<file path="config.mk">
export PLATFORM = sky130hd
export DESIGN_NAME = aad_div
export DESIGN_NICKNAME = d
export VERILOG_FILES = /design/src/rtl/aad_pkg.sv /design/src/rtl/aad_div.sv
export SDC_FILE = /design/constraint.sdc
export NUM_CORES = 1
export LEC_CHECK = 0
export BUFFER_PORTS_ARGS = -buffer_cell sky130_fd_sc_hd__clkbuf_2
export CAP_MARGIN = 20
export CORE_UTILIZATION = 56
export DETAILED_ROUTE_END_ITERATION = 8
export GPL_TIMING_DRIVEN = 0
export PLACE_DENSITY_LB_ADDON = 0.08
export SYNTH_ARGS = -nofsm -noshare
export SYNTH_HDL_FRONTEND = slang
export SYNTH_SLANG_ARGS = --single-unit
</file>
<file path="constraint.sdc">
create_clock -name clk -period 8.49 [get_ports clk]
set_clock_uncertainty 0.15 [all_clocks]
set_input_delay 0.4245 -clock clk [delete_from_list [all_inputs] [get_ports clk]]
set_output_delay 0.4245 -clock clk [all_outputs]
set_load 0.1 [all_outputs]
</file>
<file path="src/rtl/aad_pkg.sv">
package aad_pkg;

  localparam int MAX_SRC_SIZE  = 4096;
  localparam int MAX_OUT_WIDTH = 1024;
  localparam int FRAC_BITS     = 16;

  localparam int REG_W   = 13;
  localparam int BOUND_W = 30;
  localparam int SUM_W   = 48;
  localparam int WSUM_W  = 41;
  localparam int WGT_W   = 17;

  localparam logic [2:0] REG_SRC_WIDTH  = 3'd0;
  localparam logic [2:0] REG_SRC_HEIGHT = 3'd1;
  localparam logic [2:0] REG_FIT_WIDTH  = 3'd2;
  localparam logic [2:0] REG_FIT_HEIGHT = 3'd3;
  localparam logic [2:0] REG_OUT_WIDTH  = 3'd4;
  localparam logic [2:0] REG_OUT_HEIGHT = 3'd5;

  // One accumulator update for a destination pixel.
  typedef struct packed {
    logic              en;
    logic              row_odd;
    logic [11:0]       col;
    logic [WGT_W-1:0]  wgt;
  } acc_op_t;

  typedef struct packed {
    logic [SUM_W-1:0]  red;
    logic [SUM_W-1:0]  green;
    logic [SUM_W-1:0]  blue;
    logic [WSUM_W-1:0] wsum;
  } acc_word_t;

endpackage

</file>
<file path="src/rtl/aad_div.sv">
// Bit-serial restoring divider: q = (num + den/2) / den, low 8 bits kept.
module aad_div (
  input  logic                      clk,
  input  logic                      rst,
  input  logic                      start,
  input  logic [aad_pkg::SUM_W-1:0]  num,
  input  logic [aad_pkg::WSUM_W-1:0] den,
  output logic                      busy,
  output logic                      done,
  output logic [7:0]                quo
);
  localparam int NW = aad_pkg::SUM_W + 1;

  logic [NW-1:0]              dividend;
  logic [aad_pkg::WSUM_W:0]   divisor;
  logic [aad_pkg::WSUM_W+1:0] rem;
  logic [6:0]                 cnt;
  logic [aad_pkg::WSUM_W+1:0] shifted;
  logic                       fits;

  assign shifted = {rem[aad_pkg::WSUM_W:0], dividend[NW-1]};
  assign fits    = shifted >= {1'b0, divisor};

  always_ff @(posedge clk) begin
    if (rst) begin
      busy <= 1'b0;
      done <= 1'b0;
    end else begin
      done <= 1'b0;
      if (start) begin
        busy     <= 1'b1;
        dividend <= {1'b0, num} + NW'(den >> 1);
        divisor  <= {1'b0, den};
        rem      <= '0;
        cnt      <= 7'(NW);
        quo      <= '0;
      end else if (busy) begin
        rem      <= fits ? shifted - {1'b0, divisor} : shifted;
        dividend <= {dividend[NW-2:0], fits};
        quo      <= {quo[6:0], fits};
        cnt      <= cnt - 7'd1;
        if (cnt == 7'd1) begin
          busy <= 1'b0;
          done <= 1'b1;
        end
      end
    end
  end
endmodule

</file>
## After elaboration in Yosys (flattened, before gate mapping)

Cells that the tools add are included.

- Logic and storage cells: 28
- Register bits: 149
- Memories: 0
- Latch bits: 0
- Bits of input ports: 92
- Memory bits (writable): 0
- Output and inout port bits: 10
- Bits in read-only memories: 0

- Add/subtract/negate cells: 3
- Order comparisons: 1
- $mul: 0
- Bitwise operators: 2
- Equality and inequality tests: 1
- Divide/modulo/power cells: 0
- Shifts and indexed selects: 0
- Reduce and logical (&&, ||, !) cells: 4
- Muxes and demuxes: 10

Operators with widths:

| cell | number |
|---|---|
| $mux W49 | 2 |
| $mux W42 | 2 |
| $add A48 B40 Y49 | 1 |
| $ge A43 B41 Y1 | 1 |
| $sub A42 B41 Y42 | 1 |
| $mux W8 | 1 |
| $eq A7 B1 Y1 const B | 1 |
| $mux W7 | 1 |
| $sub A7 B1 Y7 const B | 1 |
| $mux W1 | 4 |
| $reduce_and A2 Y1 | 2 |
| $reduce_or A3 Y1 | 1 |
| $not A1 Y1 | 2 |
| $reduce_bool A2 Y1 | 1 |

## Longest topological paths before layout

- Word-level depth: 4
- Mapped depth: 16
- Gate-level depth less buffers: 15

## Worst setup path after synthesis

OpenSTA, ideal clock, no wires.

- Path type: in2reg
- Start point: in start
- End point: reg cnt[0] (enable)
- Required time: 7.768 ns
- Setup time: 0.572 ns
- Buffers on the path: 2
- Stages on the path: 4
- Setup slack: 2.246 ns
- Arrival: 5.521 ns
- Cells stage by stage: clkbuf_1 -> buf_1 -> nor2_1 -> nor2_1

- Cells in the longest elaborated chain, start to end: 2

Ends and longest elaborated chain:

| element | RTL line | source |
|---|---|---|
| start: declaration | aad_div.sv:5 | `input logic start,` |
| $reduce_bool A2 Y1 (no source line) | - |  |
| $reduce_and A2 Y1 (no source line) | - |  |
| end signal: assignment | aad_div.sv:35 | `cnt <= 7'(NW);` |
| end signal: assignment | aad_div.sv:41 | `cnt <= cnt - 7'd1;` |
| end: declaration | aad_div.sv:17 | `logic [6:0] cnt;` |

Every way passes these cells.
A chain may end at the register's enable or synchronous reset.

## Worst setup path after layout

- Start point: reg rem[0] in the netlist's numbering
- End point: reg rem[17] in the netlist's numbering, data pin

- Cells in the longest elaborated chain, start to end: 3
- Elaborated cells on any way between the ends: 4
- Those cells by class: add/sub: 1; order compare: 1; mux: 2

Ends and longest elaborated chain:

| element | RTL line | source |
|---|---|---|
| start: declaration | aad_div.sv:16 | `logic [aad_pkg::WSUM_W+1:0] rem;` |
| start signal: assignment | aad_div.sv:38 | `rem <= fits ? shifted - {1'b0, divisor} : shifted;` |
| $sub A42 B41 Y42 or $ge A43 B41 Y1 (tied branches) | aad_div.sv:38, aad_div.sv:22 |  |
| $mux W42 (*) | aad_div.sv:38 |  |
| $mux W42 (*) | aad_div.sv:37 | `end else if (busy) begin` |

Every way passes the cells marked *; elsewhere a longest branch is shown, timed or not. The select of a mux whose other input is x is not followed.

==> results by stage <==
Synth:
- Counting every instance in the synthesized netlist gives 1037.
- The synthesized area divided by synthesized cell count is 10.03 um2.
- The distinct cell type count after synthesis is 67.
- The number of synthesized flops with an enable pin is 147.
- The fraction of the yosys area taken by sequential cells is 42.83%.
- For this run, the number of Yosys warnings is 0.
- The synthesized netlist occupies a cell area of 0.01040 mm2.
- The number of nets in the synthesized netlist is 1214.
- The dominant synthesized flop cell is edfxtp_1.
- The synthesized design contains 149 register bits.
- The share of flip-flops with an asynchronous set or reset is 0%.

STA:
- Summed over all failing endpoints, the final setup total negative slack is 0 ns.
- For the pin with the worst max-slew slack, the measured transition is 0.9409 ns.
- The hold violation count in the final report is 0.
- The final number of max-transition violations is 0.
- The shortest period the worst path allows is 4.037 ns.
- The worst pin sits at a relative slew slack of 37.28%.
- The tightest hold path in the finished design has a slack of 0.02444 ns.
- Setup repair after global routing left no endpoint under its margin.
- The final critical path takes up 47.55% of the cycle.
- Setup violations remaining at the end of the flow were counted as 0.
- Static timing analysis puts the maximum clock frequency at 247.7 MHz.

Critical path:
- For the worst setup path, the data arrival time is 4.15 ns.
- The number of cells on the worst reg-to-reg path is 13.
- The worst setup path is launched from a flop.
- Of all nets on the critical path, the largest fanout is 10.
- The kind of capture point of the worst setup path is a flop.
- The worst setup path is of the reg2reg kind.
- The end of the worst register-to-register path is rem[17].
- The termination of the worst setup path is rem[17].
- The timing startpoint of the critical path is rem[0].
- At the worst endpoint, the required time is 8.60 ns.
- The start of the worst register-to-register path is rem[0].
- In this run the register-to-register setup slack is 4.45 ns.

Drt:
- The number of DRC markers after the initial detailed-route iteration is 575.
- The final antenna-violating net count is 0.
- The average routed wire per standard cell is 17.57 um.
- For this block, the via count after detailed routing is 8180.
- The via density per instance is 5.835.
- The aggregate routed wire length is 24630 um.
- The count of TritonRoute iterations in the first routing pass is 7.
- For this run, design rule violations remaining after detail routing come to 6.

Pwr:
- Power spread over the standard cell area amounts to 198.5 mW/mm2.
- The total design power is 2.351 mW.
- The total leakage power is 5.073 nW.
- The maximum ir drop on the vdd rail is 0.1440 mV.

Cells and area:
- The final antenna diode count is 0.
- The area growth from synthesis to final layout is 13.89%.
- The final instance area is 0.01184 mm2.
- Cells with a size suffix above 1 make up 16.88% of the layout.
- The net count of the finished layout is 1337.

Global routing:
- Summed over all layers, the global routing overflow is 0.
- The initial antenna violation count was 0.
- The pin count of the biggest net entering global routing is 35.
- In the global route stage, overall resource usage came out at 26.75%.
- The number of global-route vias before repair is 7978.
- The global-route wire length before repair is 40230 um.

Floorplanning:
- The floorplan step defined a die boundary enclosing 0.01912 mm2.
- The die span in x is 138.3 um.
- The count of standard-cell rows is 49.
- The height of the chip is 138.3 um.
- The number of top-level design ports is 102.
- Once the floorplan was initialized, standard cells occupied 57.50% of the core.
- The placeable core area is 0.01809 mm2.

Clock network:
- The CTS clock-pin slew for the worst setup and hold paths is 0.06 ns.
- The count of buffers added by post-CTS timing repair for setup is 0.
- TritonCTS built the clock tree.
- The TritonCTS buffer count is 17.
- The clock tree synthesis step divided the H-tree into 4 levels.
- Post-CTS repair changed the size of 0 cells.
- The buffer depth of the longest clock path is 2.
- The clock net in this run drives a total of 149 sinks.
- The clock latency reported for the late side of the worst-skew pair is 0.43 ns.
- After clock tree synthesis, the flow added hold-fix buffers numbering 0.
- In this run the clock root is driven by a clkbuf_16.

Outcome:
- The flow ran to the end, but the final reports show violations.
- The final reports fail on DRC.

Place:
- The total placed instance area is 0.01129 mm2.
- Detailed placement ended at an HPWL of 18720 um.
- Buffers placed on the I/O ports in this run total 100.
- Routability-driven placement finished with a final weighted congestion of 0.9048.

Hold path:
- In this run the worst hold path is classified as in2reg.
- Along the worst hold path, the cell count comes to 1.

Job:
- The max-cap check violation count is 0.
worst min path at each step:
stage | startpoint | to
6_report | den[0] | divisor[0]
3_5_place_dp | busy | done
3_3_place_gp | busy | done
5_1_grt | den[0] | divisor[0]
4_1_cts | den[0] | divisor[0]
2_1_floorplan | dividend[30] | dividend[31]
metal layers:
layer  vias to the layer above  part of all wire [%]  track usage, %
li1                       4065                     -               -
met1                      3868                    49           37.92
met2                       228                    46           43.10
met3                        19                   4.6           4.711
met4                         0                  0.98           5.736
met5                         -                     0               0
report_power, final:
part           total, mW  internal [mW]  switching (mW)  leakage, nW
Combinational      0.704          0.294           0.411         3.39
Sequential         0.928          0.901          0.0266         1.42
Clock              0.719          0.403           0.316        0.258
Total               2.35           1.60           0.753         5.07
registers in the layout, indices dropped and copies added (netlist names):
name and cells:
quo 8, cnt 7, rem 42, dividend 49, done 1, divisor 41, busy 1
cells in the mapped netlist (3+ instances only):
cell type | number | area, um2
nor2_1 | 61 | 229.0
or2_2 | 3 | 18.77
and3_1 | 14 | 87.58
mux2_2 | 39 | 439.2
o211ai_1 | 5 | 37.54
edfxtp_1 | 147 | 4414
clkbuf_1 | 32 | 120.1
o21bai_1 | 5 | 37.54
or3_1 | 5 | 31.28
nand2_1 | 105 | 394.1
nor4_1 | 3 | 18.77
nand4_1 | 16 | 100.1
a221oi_1 | 3 | 26.28
nand3_1 | 14 | 70.07
a211oi_1 | 12 | 90.09
a211o_1 | 3 | 26.28
xor2_1 | 33 | 289.0
buf_1 | 3 | 11.26
a21o_1 | 58 | 435.4
xnor2_1 | 51 | 446.7
o21a_1 | 8 | 60.06
inv_1 | 58 | 217.7
o21ai_1 | 3 | 15.01
nor4b_1 | 3 | 26.28
o21ai_0 | 29 | 145.1
nor2b_1 | 24 | 150.1
and4_1 | 3 | 26.28
nor3_1 | 23 | 115.1
ha_1 | 83 | 1039
a41oi_1 | 5 | 43.79
nand2b_1 | 8 | 50.05
a21oi_1 | 108 | 540.5
and2_1 | 10 | 62.56
buf_2 | 4 | 20.02
a31oi_1 | 7 | 43.79
o31ai_1 | 8 | 60.06
a31o_2 | 3 | 26.28
cell usage in the layout, fill, tap and decap left out, types with 8 or more instances in the layout:
| master | count |
|---|---|
| nand3_1 | 14 |
| clkbuf_16 | 17 |
| o31ai_1 | 8 |
| ha_1 | 83 |
| xnor2_1 | 51 |
| mux2_2 | 39 |
| o21ai_0 | 29 |
| nor3_1 | 23 |
| a21oi_1 | 108 |
| nor2_1 | 59 |
| nor2b_1 | 24 |
| clkbuf_1 | 32 |
| xor2_1 | 33 |
| nand4_1 | 16 |
| o21a_1 | 8 |
| nand2_1 | 105 |
| clkbuf_2 | 101 |
| a211oi_1 | 12 |
| and3_1 | 14 |
| a21o_1 | 58 |
| nand2b_1 | 8 |
| inv_1 | 58 |
| edfxtp_1 | 147 |
| and2_1 | 10 |
area by class of cell:
type | count | area (um2)
Buffer | 40 | 156.4
Clock buffer | 17 | 425.4
Clock inverter | 15 | 128.9
Fill cell | 1448 | 6243
Inverter | 59 | 221.5
Multi-Input combinational cell | 789 | 5582
Sequential cell | 149 | 4454
Tap cell | 229 | 286.5
Timing Repair Buffer | 104 | 588.1
per-stage QoR:
step | setup slack (ns) | cells | utilization [%]
2_1_floorplan | 2.246 | 1037 | -
3_3_place_gp | -0.4842 | 1366 | 61.85
3_5_place_dp | 4.396 | 1370 | 62.41
4_1_cts | 4.487 | 1402 | 65.48
5_1_grt | 4.188 | 1402 | 65.48
6_report | 4.453 | 1402 | 65.48
logic make-up (layout without fill, tap and decap cells):
family | count (synthesis) | after routing | share of synthesized area [%]
and+or+nand+nor | 299 | 299 | 13.89
buffers and inverters | 99 | 235 | 3.634
xor gates and xnor gates | 84 | 84 | 7.075
adders and majority gates | 85 | 85 | 10.37
DFF | 149 | 149 | 42.83
AOI/OAI and AO/OA | 280 | 280 | 17.74
muxes | 41 | 41 | 4.464
worst max-delay path, stage by stage (launching register included):
cell,delay (ns)
edfxtp_1,0.44
ha_1,0.31
nor2b_1,0.13
o21a_1,0.18
o21ai_0,0.41
a211oi_1,0.19
o211ai_1,0.26
a211oi_1,0.13
o31ai_1,0.29
and2_1,0.16
clkbuf_1,0.39
clkbuf_1,0.53
nand2_1,0.13
a21oi_1,0.17
No activity file was read; power rests on OpenSTA's default activity.
